<file path="config.mk">
export PLATFORM = sky130hd
export DESIGN_NAME = fit_policy_block_allocator
export DESIGN_NICKNAME = d
export VERILOG_FILES = /design/src/rtl/core/fpba_pkg.sv /design/src/rtl/core/fpba_cell.sv /design/src/rtl/core/fit_policy_block_allocator.sv
export SDC_FILE = /design/constraint.sdc
export NUM_CORES = 2
export LEC_CHECK = 0
export ABC_AREA = 1
export BUFFER_PORTS_ARGS = -buffer_cell sky130_fd_sc_hd__buf_4
export CORE_ASPECT_RATIO = 1.25
export CORE_MARGIN = 5
export CORE_UTILIZATION = 40
export DETAILED_ROUTE_END_ITERATION = 8
export GPL_ROUTABILITY_DRIVEN = 0
export SLEW_MARGIN = 20
export SYNTH_ARGS = -nofsm -noshare
export SYNTH_HDL_FRONTEND = slang
export SYNTH_SLANG_ARGS = --single-unit
</file>
<file path="constraint.sdc">
create_clock -name clk -period 4.2 [get_ports clk]
set_clock_uncertainty 0.1 [all_clocks]
set_input_delay 0.42 -clock clk [delete_from_list [all_inputs] [get_ports clk]]
set_output_delay 0.42 -clock clk [all_outputs]
set_load 0.02 [all_outputs]
</file>
<file path="src/rtl/core/fpba_pkg.sv">
// ----------------------------------------------------------------------------
// fpba_pkg: shared types and constants of the fit-policy block allocator
// Holds the policy, item kind and register codes, the controller states and
// the control word that the top level broadcasts to every table cell.
// ----------------------------------------------------------------------------
package fpba_pkg;

    // Default table geometry
    localparam int NUM_BLOCKS_DEF = 16;
    localparam int SIZE_BITS_DEF  = 16;

    // Fixed field widths of the ports
    localparam int IN_SIZE_W = 16;
    localparam int FREE_W    = 20;
    localparam int FREE_MAX  = 20'hFFFFF;
    localparam int BIDX_W    = 4;
    localparam int CFG_W     = 5;

    // Register indexes of the configuration port
    localparam logic REG_POLICY = 1'b0;
    localparam logic REG_BLOCKS = 1'b1;

    localparam logic [1:0] POLICY_RST = 2'd0;
    localparam logic [4:0] BLOCKS_RST = 5'd16;

    typedef enum logic [1:0] {
        POL_FIRST = 2'd0,
        POL_BEST  = 2'd1,
        POL_WORST = 2'd2
    } policy_t;

    typedef enum logic [1:0] {
        KIND_LOAD    = 2'd0,
        KIND_REQUEST = 2'd1,
        KIND_RESTORE = 2'd2
    } kind_t;

    typedef enum logic [1:0] {
        ST_IDLE,
        ST_SCAN,
        ST_FINISH
    } state_t;

    // Table update strobes broadcast to all cells
    typedef struct packed {
        logic load;
        logic restore;
        logic sub;
    } cell_ctrl_t;

endpackage

</file>
<file path="src/rtl/core/fpba_cell.sv">
// ----------------------------------------------------------------------------
// fpba_cell: one table entry of the allocator chain
// Stores one block's original and remaining size, applies load, restore and
// grant updates, and folds its entry into the scan word passing through it.
// ----------------------------------------------------------------------------
module fpba_cell
    import fpba_pkg::*;
#(
    parameter int NUM_BLOCKS = NUM_BLOCKS_DEF,
    parameter int SIZE_BITS  = SIZE_BITS_DEF,
    parameter int INDEX      = 0,
    localparam int IDX_W     = (NUM_BLOCKS > 1) ? $clog2(NUM_BLOCKS) : 1,
    localparam int CNT_W     = $clog2(NUM_BLOCKS + 1),
    localparam int ACC_W     = SIZE_BITS + $clog2(NUM_BLOCKS + 1)
)
(
    input  logic                 clk,
    input  logic                 rst_n,
    input  policy_t              policy,
    input  logic [CNT_W-1:0]     active_cnt,
    input  logic [IN_SIZE_W-1:0] need,
    input  cell_ctrl_t           ctrl,
    input  logic [IDX_W-1:0]     sel,
    input  logic [SIZE_BITS-1:0] wdata,
    input  logic                 found_in,
    input  logic [IDX_W-1:0]     idx_in,
    input  logic [SIZE_BITS-1:0] best_in,
    input  logic [ACC_W-1:0]     acc_in,
    output logic                 found_out,
    output logic [IDX_W-1:0]     idx_out,
    output logic [SIZE_BITS-1:0] best_out,
    output logic [ACC_W-1:0]     acc_out
);

    localparam int WIDE_W = (SIZE_BITS > IN_SIZE_W) ? SIZE_BITS : IN_SIZE_W;

    logic [SIZE_BITS-1:0] orig_reg, orig_next;
    logic [SIZE_BITS-1:0] rem_reg, rem_next;
    logic                 found_reg, found_next;
    logic [IDX_W-1:0]     idx_reg, idx_next;
    logic [SIZE_BITS-1:0] best_reg, best_next;
    logic [ACC_W-1:0]     acc_reg, acc_next;

    logic active;
    logic fits;
    logic better;
    logic take;
    logic hit;

    // Decide whether this entry replaces the candidate in the scan word
    always_comb
    begin
        active = CNT_W'(INDEX) < active_cnt;
        fits   = WIDE_W'(rem_reg) >= WIDE_W'(need);
        unique case (policy)
            POL_FIRST: better = !found_in;
            POL_BEST:  better = !found_in || (rem_reg < best_in);
            POL_WORST: better = !found_in || (rem_reg > best_in);
            default:   better = 1'b0;
        endcase
        take       = active && fits && better;
        found_next = found_in || take;
        idx_next   = take ? IDX_W'(INDEX) : idx_in;
        best_next  = take ? rem_reg : best_in;
        acc_next   = acc_in + (active ? ACC_W'(rem_reg) : ACC_W'(0));
    end

    // Apply table updates: load, restore, or take a grant out of this block
    always_comb
    begin
        hit       = sel == IDX_W'(INDEX);
        orig_next = orig_reg;
        rem_next  = rem_reg;
        priority if (ctrl.load && hit)
        begin
            orig_next = wdata;
            rem_next  = wdata;
        end
        else if (ctrl.restore)
        begin
            rem_next = orig_reg;
        end
        else if (ctrl.sub && hit)
        begin
            rem_next = rem_reg - SIZE_BITS'(need);
        end
    end

    // Hold the table entry
    always_ff @(posedge clk or negedge rst_n)
    begin
        if (!rst_n)
        begin
            orig_reg <= '0;
            rem_reg  <= '0;
        end
        else
        begin
            orig_reg <= orig_next;
            rem_reg  <= rem_next;
        end
    end

    // Advance the scan word to the next cell
    always_ff @(posedge clk or negedge rst_n)
    begin
        if (!rst_n)
        begin
            found_reg <= 1'b0;
        end
        else
        begin
            found_reg <= found_next;
        end
    end

    always_ff @(posedge clk)
    begin
        idx_reg  <= idx_next;
        best_reg <= best_next;
        acc_reg  <= acc_next;
    end

    assign found_out = found_reg;
    assign idx_out   = idx_reg;
    assign best_out  = best_reg;
    assign acc_out   = acc_reg;

endmodule

</file>
<file path="src/rtl/core/fit_policy_block_allocator.sv">
// ----------------------------------------------------------------------------
// fit_policy_block_allocator: first, best and worst fit block allocator
// Keeps a table of blocks in a chain of cells and serves load, request and
// restore words, reporting the grant, the block and the total free space.
// ----------------------------------------------------------------------------
// Usage:
//   Input words (kind, block_slot, size) are taken at a rising edge with
//   start high and busy low. Each word gives one result word on granted,
//   block_index and free_total, shown for one cycle with done high; the
//   receiver cannot stall, so the result must be taken in that cycle.
//   Configuration: cfg_we writes cfg_data into register cfg_index
//   (0 policy, 1 blocks in use). The user must write only while busy is
//   low; the block itself does not enforce this. Throughput: one word at
//   a time; busy stays high until the result word is registered. The
//   scan word travels through the cell chain one cell per cycle,
//   collecting the fitting block and the free sum, and the finish state
//   then commits the grant and registers the result. A new word may be
//   started in the cycle done is high.
//   Reset clears the table to zero, selects first fit and puts 16 blocks in
//   use; busy and done are low after reset.
// ----------------------------------------------------------------------------
module fit_policy_block_allocator
    import fpba_pkg::*;
#(
    parameter int NUM_BLOCKS = NUM_BLOCKS_DEF,
    parameter int SIZE_BITS  = SIZE_BITS_DEF
)
(
    input  logic                 clk,
    input  logic                 rst_n,
    input  logic                 start,
    output logic                 busy,
    input  logic [1:0]           kind,
    input  logic [3:0]           block_slot,
    input  logic [IN_SIZE_W-1:0] size,
    input  logic                 cfg_we,
    input  logic                 cfg_index,
    input  logic [CFG_W-1:0]     cfg_data,
    output logic                 done,
    output logic                 granted,
    output logic [BIDX_W-1:0]    block_index,
    output logic [FREE_W-1:0]    free_total
);

    localparam int IDX_W = (NUM_BLOCKS > 1) ? $clog2(NUM_BLOCKS) : 1;
    localparam int CNT_W = $clog2(NUM_BLOCKS + 1);
    localparam int ACC_W = SIZE_BITS + $clog2(NUM_BLOCKS + 1);
    localparam int CMP_W = (ACC_W > FREE_W) ? ACC_W + 1 : FREE_W + 1;
    localparam int SCAN_W = (NUM_BLOCKS > 1) ? $clog2(NUM_BLOCKS) : 1;

    // Configuration registers
    logic [1:0]       policy_reg;
    logic [CFG_W-1:0] blocks_reg;

    // Controller
    state_t               state_reg, state_next;
    logic [SCAN_W-1:0]    cnt_reg, cnt_next;
    kind_t                kind_reg, kind_next;
    logic [IN_SIZE_W-1:0] need_reg, need_next;
    logic [3:0]           block_slot_reg, block_slot_next;

    // Result word
    logic              done_reg, done_next;
    logic              granted_reg, granted_next;
    logic [BIDX_W-1:0] index_reg, index_next;
    logic [FREE_W-1:0] free_reg, free_next;

    logic             accept;
    logic             load_hit;
    logic             grant_c;
    logic [CMP_W-1:0] acc_fin;
    logic [CNT_W-1:0] active_cnt;
    cell_ctrl_t       ctrl;
    logic [IDX_W-1:0] sel;

    // Scan chain links
    logic                 found_w [NUM_BLOCKS+1];
    logic [IDX_W-1:0]     idx_w   [NUM_BLOCKS+1];
    logic [SIZE_BITS-1:0] best_w  [NUM_BLOCKS+1];
    logic [ACC_W-1:0]     acc_w   [NUM_BLOCKS+1];

    // Write configuration registers
    always_ff @(posedge clk or negedge rst_n)
    begin
        if (!rst_n)
        begin
            policy_reg <= POLICY_RST;
            blocks_reg <= BLOCKS_RST;
        end
        else if (cfg_we)
        begin
            unique case (cfg_index)
                REG_POLICY: policy_reg <= cfg_data[1:0];
                REG_BLOCKS: blocks_reg <= cfg_data;
                default:    blocks_reg <= blocks_reg;
            endcase
        end
    end

    // Clamp blocks in use to the table size
    always_comb
    begin
        if (int'(blocks_reg) > NUM_BLOCKS)
        begin
            active_cnt = CNT_W'(NUM_BLOCKS);
        end
        else
        begin
            active_cnt = CNT_W'(blocks_reg);
        end
    end

    assign accept   = start && (state_reg == ST_IDLE);
    assign load_hit = int'(block_slot) < NUM_BLOCKS;
    assign grant_c  = (kind_reg == KIND_REQUEST) && found_w[NUM_BLOCKS];

    // Next state, table strobes and result word
    always_comb
    begin
        state_next   = state_reg;
        cnt_next     = cnt_reg;
        kind_next    = kind_reg;
        need_next    = need_reg;
        done_next    = 1'b0;
        granted_next = granted_reg;
        index_next   = index_reg;
        free_next    = free_reg;
        ctrl         = '0;
        sel          = IDX_W'(block_slot);
        acc_fin      = CMP_W'(acc_w[NUM_BLOCKS])
                       - (grant_c ? CMP_W'(need_reg) : CMP_W'(0));
        unique case (state_reg)
            ST_IDLE:
            begin
                if (accept)
                begin
                    kind_next    = kind_t'(kind);
                    need_next    = size;
                    cnt_next     = '0;
                    state_next   = ST_SCAN;
                    ctrl.load    = (kind_t'(kind) == KIND_LOAD) && load_hit;
                    ctrl.restore = kind_t'(kind) == KIND_RESTORE;
                end
            end
            ST_SCAN:
            begin
                cnt_next = cnt_reg + SCAN_W'(1);
                if (int'(cnt_reg) == NUM_BLOCKS - 1)
                begin
                    state_next = ST_FINISH;
                end
            end
            ST_FINISH:
            begin
                sel          = idx_w[NUM_BLOCKS];
                ctrl.sub     = grant_c;
                done_next    = 1'b1;
                granted_next = grant_c;
                if (kind_reg == KIND_LOAD)
                begin
                    index_next = BIDX_W'(block_slot_reg);
                end
                else if (grant_c)
                begin
                    index_next = BIDX_W'(idx_w[NUM_BLOCKS]);
                end
                else
                begin
                    index_next = '0;
                end
                if (acc_fin > CMP_W'(FREE_MAX))
                begin
                    free_next = FREE_W'(FREE_MAX);
                end
                else
                begin
                    free_next = FREE_W'(acc_fin);
                end
                state_next = ST_IDLE;
            end
            default:
            begin
                state_next = ST_IDLE;
            end
        endcase
    end

    // Hold the load slot for the echo in the result word
    assign block_slot_next = accept ? block_slot : block_slot_reg;

    always_ff @(posedge clk)
    begin
        block_slot_reg <= block_slot_next;
        kind_reg       <= kind_next;
        need_reg       <= need_next;
        cnt_reg        <= cnt_next;
        granted_reg    <= granted_next;
        index_reg      <= index_next;
        free_reg       <= free_next;
    end

    always_ff @(posedge clk or negedge rst_n)
    begin
        if (!rst_n)
        begin
            state_reg <= ST_IDLE;
            done_reg  <= 1'b0;
        end
        else
        begin
            state_reg <= state_next;
            done_reg  <= done_next;
        end
    end

    // Launch an empty scan word into the head of the chain
    assign found_w[0] = 1'b0;
    assign idx_w[0]   = '0;
    assign best_w[0]  = '0;
    assign acc_w[0]   = '0;

    // Chain of table cells
    for (genvar i = 0; i < NUM_BLOCKS; i++)
    begin : g_cell
        fpba_cell #(
            .NUM_BLOCKS (NUM_BLOCKS),
            .SIZE_BITS  (SIZE_BITS),
            .INDEX      (i)
        ) u_cell (
            .clk        (clk),
            .rst_n      (rst_n),
            .policy     (policy_t'(policy_reg)),
            .active_cnt (active_cnt),
            .need       (need_reg),
            .ctrl       (ctrl),
            .sel        (sel),
            .wdata      (SIZE_BITS'(size)),
            .found_in   (found_w[i]),
            .idx_in     (idx_w[i]),
            .best_in    (best_w[i]),
            .acc_in     (acc_w[i]),
            .found_out  (found_w[i+1]),
            .idx_out    (idx_w[i+1]),
            .best_out   (best_w[i+1]),
            .acc_out    (acc_w[i+1])
        );
    end

    assign busy        = state_reg != ST_IDLE;
    assign done        = done_reg;
    assign granted     = granted_reg;
    assign block_index = index_reg;
    assign free_total  = free_reg;

    // A result word only follows the commit cycle
    a_done_after_finish: assert property (@(posedge clk) disable iff (!rst_n)
        done_reg |-> $past(state_reg == ST_FINISH))
        else $error("result word without a commit cycle");

    // Every finished item presents its result word
    a_done_on_release: assert property (@(posedge clk) disable iff (!rst_n)
        $fell(busy) |-> done_reg)
        else $error("controller released without a result word");

    // An accepted word keeps the block busy
    a_busy_after_accept: assert property (@(posedge clk) disable iff (!rst_n)
        (start && !busy) |=> busy)
        else $error("accepted word did not start a scan");

endmodule
</file>
# Word-level counts from Yosys, hierarchy flattened
# Index checks and enable logic that the tools add are counted.
[totals]
in_bits = 32
out_inout_bits = 27
reg_bits = 1225
elab_cells = 491
[classes]
mux = 108
eq_ne = 24
bitwise = 1
order_cmp = 64
n_addsub = 33
n_reduce_logical = 155
[ops]
columns = ["op", "n"]
rows = [
  ["$mux 16", 78],
  ["$add 21x21->21", 15],
  ["$ge 16x16->1", 16],
  ["$sub 16x16->16", 16],
  ["$gt 16x16->1", 15],
  ["$lt 16x16->1", 15],
  ["$logic_and 1x1->1", 66],
  ["$reduce_bool 3->1", 16],
  ["$logic_or 1x1->1", 45],
  ["$pmux 1 s3", 15],
  ["$lt 4x5->1 const A", 8],
  ["$eq 4x4->1 const B", 8],
  ["$gt 22x20->1 const B", 1],
  ["$sub 21x16->22", 1],
  ["$lt 3x5->1 const A", 4],
  ["$eq 4x3->1 const B", 4],
  ["$mux 4", 4],
  ["$logic_not 1->1", 15],
  ["$lt 1x5->1 const A", 2],
  ["$lt 2x5->1 const A", 2],
  ["$reduce_and 2->1", 5],
  ["$eq 4x1->1 const B", 2],
  ["$eq 4x2->1 const B", 2],
  ["$logic_not 2->1", 4],
  ["14 further kinds", 26],
]

# Depth between registers and ports, before layout
[depth]
depth_word = 7
mapped_depth = 20
depth_no_buf = 18

# Cells and area by module
# From an unflattened synthesis, not the netlist that was laid out.
[hier_totals]
hier_cells = 12221
area_unflattened_um2 = 85859.8
[by_module_without_submodules]
columns = ["mod", "area_each_um2", "instances", "seq_area_each_um2", "cells_per_inst"]
rows = [
  ["fpba_cell at g_cell[12].u_cell", 5226.3, 1, 1646.6, 750],
  ["fpba_cell at g_cell[2].u_cell", 5220.0, 1, 1646.6, 742],
  ["fpba_cell at g_cell[10].u_cell", 5217.5, 1, 1646.6, 752],
  ["fpba_cell at g_cell[9].u_cell", 5211.2, 1, 1646.6, 747],
  ["fpba_cell at g_cell[14].u_cell", 5207.5, 1, 1646.6, 749],
  ["fpba_cell at g_cell[0].u_cell", 5147.4, 1, 1646.6, 742],
  ["fpba_cell at g_cell[13].u_cell", 5143.7, 1, 1646.6, 742],
  ["fpba_cell at g_cell[11].u_cell", 5133.7, 1, 1646.6, 739],
  ["fpba_cell at g_cell[15].u_cell", 5131.2, 1, 1646.6, 750],
  ["fpba_cell at g_cell[4].u_cell", 5111.2, 1, 1646.6, 738],
  ["fpba_cell at g_cell[5].u_cell", 5088.6, 1, 1646.6, 733],
  ["fpba_cell at g_cell[3].u_cell", 5086.1, 1, 1646.6, 732],
  ["fpba_cell at g_cell[1].u_cell", 5073.6, 1, 1646.6, 732],
  ["fpba_cell at g_cell[8].u_cell", 5054.8, 1, 1646.6, 709],
  ["+3 rows", "n/a", "n/a", "n/a", "n/a"],
]

# Worst setup path after synthesis
# Ideal clock, no wire load.
[synth_timing]
path_kind = "register to register"
from = "reg need_reg[1]"
to = "reg free_reg[0] (netlist: free_total[0]), data pin"
period_less_slack_ps = 3626
setup_ps = 275
stages_incl_launch_ff = 15
t_arrival_ps = 3251
required_ps = 3825
path_slack_ps = 574
path_buffers = 1
path_cell_list = "edfxtp_1 -> inv_1 -> nor2_1 -> inv_1 -> ha_1 -> nand3b_1 -> nand2_1 -> a21boi_0 -> o21bai_1 -> nand2_1 -> o21ai_0 -> inv_1 -> nand2_1 -> buf_2 -> nand3_1"
[synth_via]
elab_chain_len = 3
[synth_lines]
columns = ["element", "line_no", "text"]
rows = [
  ["start: declaration", "fit_policy_block_allocator.sv:59", "logic [IN_SIZE_W-1:0] need_reg, need_next;"],
  ["start signal: assignment", "fit_policy_block_allocator.sv:195", "need_reg <= need_next;"],
  ["$mux 16", "fit_policy_block_allocator.sv:131", "- (grant_c ? CMP_W'(need_reg) : CMP_W'(0));"],
  ["$sub 21x16->22", "fit_policy_block_allocator.sv:131", ""],
  ["$gt 22x20->1", "fit_policy_block_allocator.sv:171", "if (acc_fin > CMP_W'(FREE_MAX))"],
  ["end signal: assignment", "fit_policy_block_allocator.sv:199", "free_reg <= free_next;"],
  ["end: declaration", "fit_policy_block_allocator.sv:66", "logic [FREE_W-1:0] free_reg, free_next;"],
]
# Every way passes these cells.
# A chain may end at the register's enable or synchronous reset.

# Worst setup path in the final report
[layout_timing]
from = "reg blocks_reg[4]"
to = "reg g_cell[8].u_cell.acc_reg[14]"
[layout_via]
elab_chain_len = 5
[layout_lines]
columns = ["element", "line_no", "text"]
rows = [
  ["start: declaration", "fit_policy_block_allocator.sv:53", "logic [CFG_W-1:0] blocks_reg;"],
  ["start signal: assignment", "fit_policy_block_allocator.sv:94", "REG_BLOCKS: blocks_reg <= cfg_data;"],
  ["start signal: assignment", "fit_policy_block_allocator.sv:95", "default: blocks_reg <= blocks_reg;"],
  ["$gt 5x5->1", "fit_policy_block_allocator.sv:103", "if (int'(blocks_reg) > NUM_BLOCKS)"],
  ["$mux 5 (*)", "fit_policy_block_allocator.sv:103", ""],
  ["$lt 4x5->1 (*)", "fpba_cell.sv:53", "active = CNT_W'(INDEX) < active_cnt;"],
  ["$mux 16 (*)", "fpba_cell.sv:65", "acc_next = acc_in + (active ? ACC_W'(rem_reg) : ACC_W'(0));"],
  ["$add 21x21->21 (*)", "fpba_cell.sv:65", ""],
  ["named net g_cell[8].u_cell.acc_next[14]", "fpba_cell.sv:42", "logic [ACC_W-1:0] acc_reg, acc_next;"],
  ["end signal: assignment", "fpba_cell.sv:121", "acc_reg <= acc_next;"],
  ["end: declaration", "fpba_cell.sv:42", ""],
]
# Mark *: on every way through the listed nets, which the timed path passes. The rest lies on a longest branch.

==> summary.md <==
| Metric | Value |
|---|---|
| Root Driver | `clkbuf_16` |
| Synthesis-to-layout area growth | `10.86%` |
| Clk_lat worst skew | `approximately 800 ps` |
| Crit start category | `flip-flop` |
| Simple-Gate Fraction of Synth Area | `0.2468` |
| WS Path Type | `flip-flop to flip-flop` |
| Crit path DAT | `between 4000 and 5000 ps` |
| Finish-stage setup viols | `0` |
| TritonRoute pass-1 iters | `8` |
| Clock sinks | `about 1,200` |
| Leakage power | `44.52 nW` |
| Initial antenna violation count | `7` |
| RSZ-0062 raised after global routing | `no` |
| Die W | `approximately 400 um` |
| Max reg flops | `321` |
| Synthesis Warnings | `0` |
| Synth Area in Adders | `0.1319` |
| Worst vdd ir | `roughly 0.00042 V` |
| Total grt overflow | `0` |
| Syn Area/Cell | `7.233 um^2` |
| Fraction of layout cells with a size suffix above 1 | `0.04202` |
| Core Region | `190,600 um^2` |
| Area contributors post-synth | `dfrtp_1, dfxtp_1, nand2_1` |
| Xor/xnor share of the synthesized area | `0.04319` |
| Drt drc | `0` |
| FP Rows | `179` |
| Slew Limit Fails | `0` |
| DIE AREA | `200,500 um^2` |
| First-pass GRT wire length | `400,000 um` |
| Power Total | `78.56 mW` |
| Buffers on Ports | `58` |
| Met1 Track Usage GR | `0.3111` |
| Io pins | `59` |
| Mux contribution to synthesized area | `0.0001469` |
| Routed Antenna Nets | `0` |
| Synth top cells by count | `nand2_1, inv_1, nor2_1` |
| Syn Inst Count | `10,600` |
| Met2 usage | `0.4290` |
| Hold-critical path depth | `1` |
| Post-synth EDFFs | `51` |
| Synth area leader | `dfrtp_1` |
| Gr usage total | `0.2558` |
| DRT Wirelength | `264,600 um` |
| Largest net degree at the start of global routing | `around 110` |
| WL per Instance | `19.90 um` |
| Hold Crit Class | `primary input to flip-flop` |
| Seq cells post-synth | `~1,200` |
| CTS tree | `done` |
| Initial DRC count | `5,683` |
| Die height | `499.4 um` |
| Ys async rst share | `0.4487` |
| Min Tclk post-route | `3871 ps` |
| FMAX | `258.3 MHz` |
| Slew headroom | `0.1759` |
| GR Util met3 | `0.02988` |
| Max cap viols | `0` |
| Number of global-route vias before repair | `68,310` |
| Status | `completed` |
| Fin. Hold Viols | `0` |
| Final cell count without fillers | `13,300` |
| Count leader, synth | `nand2_1` |
| Placed cell count | `13,030` |
| CTS HTree Levels | `4` |
| Fillers | `approximately 19,000` |
| Nets | `about 11,000` |
| Worst-path fanout max | `19` |
| Syn nets | `11,420` |
| CP endpoint kind | `flip-flop` |
| Area after DPL | `between 80,000 and 90,000 um^2` |
| Starting Density | `0.4022` |
| Synth Area in Compound Gates | `0.1371` |
| Main synth FF type | `dfxtp_1` |
| CTS Buf Count | `135` |
| Cell area after synthesis | `approximately 77,000 um^2` |
| Final instance area | `approximately 85,000 um^2` |
| Sequential share of the synthesized area | `0.3549` |
| Via/cell ratio | `5.364` |
| Pwr dens | `roughly 920 nW/um^2` |
| Yosys top cell area share | `0.1753` |
| Final HPWL DP | `191,000 um` |
| Main combinational cell family by area after synthesis | `simple AND/OR/NAND/NOR gates` |
| CTS max path bufs | `3` |
| Final Cycle Share | `0.9217` |
| Yosys cell types | `53` |
| GR peak layer | `met2` |
| Reg2Reg Depth | `15` |
| Data required, critical path | `between 4000 and 5000 ps` |
| Via count | `around 71,000` |
| CTS clock-pin slew for the worst setup and hold paths | `approximately 60 ps` |
| Slew at the pin with the worst max-slew slack | `1235 ps` |
==> cell usage in the layout, fill, tap and decap left out, types with 93 or more instances in the layout <==
master / count
nand2_1: 2936
inv_1: 1382
nor2_1: 874
ha_1: 757
a21oi_1: 735
nand3_1: 665
dfxtp_1: 610
dfrtp_1: 537
o21ai_0: 516
xor2_1: 257
buf_4: 153
a31oi_1: 151
clkbuf_16: 145
o211ai_1: 129
xnor2_1: 121
a21o_1: 103
o21bai_1: 93
==> worst max-delay path: stages, from the launching register on <==
cell      delay, ps
dfstp_2         570
buf_4           300
inv_1           230
a31oi_4         400
nor2_1           70
buf_4           210
nor2_1          100
ha_1            220
fa_1            240
nand3_1         120
nand2_1         120
a21oi_1         100
o21ai_0         380
a21boi_0        230
o21bai_1        200
xor2_1          170
==> cell type report <==
cell class	instances	area (um^2)	area share
sequential	1199	27210	0.3202
timing repair buffer	195	1824	0.02147
clock buffer	201	4019	0.04729
clock inverter	50	550.5	0.006478
tap	2534	3171	0.03731
antenna	3	7.507	0.00008834
multi-input combinational	7698	42880	0.5046
inverter	1415	5319	0.06259
==> where the power goes <==
group,internal [mW],switching (mW),leakage [nW]
registers,16.5,5.19,11.8
clock network,7.16,5.12,2.23
logic,16.9,27.7,30.4
total,40.5,38.0,44.5
==> stage by stage <==
stage | TNS [ps] | setup slack, ps | util | hold WS (ps)
2_1_floorplan | 0 | 574.2 | - | 24.41
3_3_place_gp | -3.161 | -3.161 | 0.4209 | 294.9
3_5_place_dp | 0 | 183.2 | 0.4210 | 294.2
4_1_cts | 0 | 166.5 | 0.4458 | 1.346
5_1_grt | 0 | 77.65 | 0.4458 | 24.30
6_report | 0 | 329.1 | 0.4459 | 49.97
==> final timing paths <==
| check | startpoint | to | slack [ps] |
|---|---|---|---|
| worst max-delay path | blocks_reg[4] | g_cell[8].u_cell.acc_out[14] | 330 |
| worst min-delay path | size[1] | need_reg[1] | 50 |
| worst max register to register | blocks_reg[4] | g_cell[8].u_cell.acc_out[14] | 330 |
| worst min register to register | g_cell[8].u_cell.idx_out[1] | g_cell[9].u_cell.idx_out[1] | 300 |
| max in group asynchronous | rst_n | g_cell[6].u_cell.rem_reg[6] | 2850 |
| min in group asynchronous | rst_n | g_cell[1].u_cell.orig_reg[14] | 110 |
==> cells by family (layout without fill, tap and decap cells) <==
group / after synthesis / count (layout)
and+or+nand+nor: 4683 / 4683
AOI/OAI and AO/OA: 1847 / 1847
buffers and inverters: 1701 / 1861
DFF: 1199 / 1199
adders and majority gates: 789 / 789
xor gates and xnor gates: 378 / 378
muxes: 1 / 1
other: 0 / 3
==> metal layers <==
metal  routed length (um)  part of all wire  vias to the layer above
li1                     -                 -                    34670
met1               106700              0.40                    33340
met2               122400              0.46                     2514
met3                15380             0.058                      786
met4                20130             0.076                        2
met5                   13          0.000049                        -
==> repair_timing <==
action                                  4_1_cts  5_1_grt
buffers inserted                              0        0
hold buffers                                 16        0
hold endpoints to repair                     85        0
gates resized for setup                       0        1
endpoints found under the setup margin        0        1
Power figures use the tool's default switching activity.
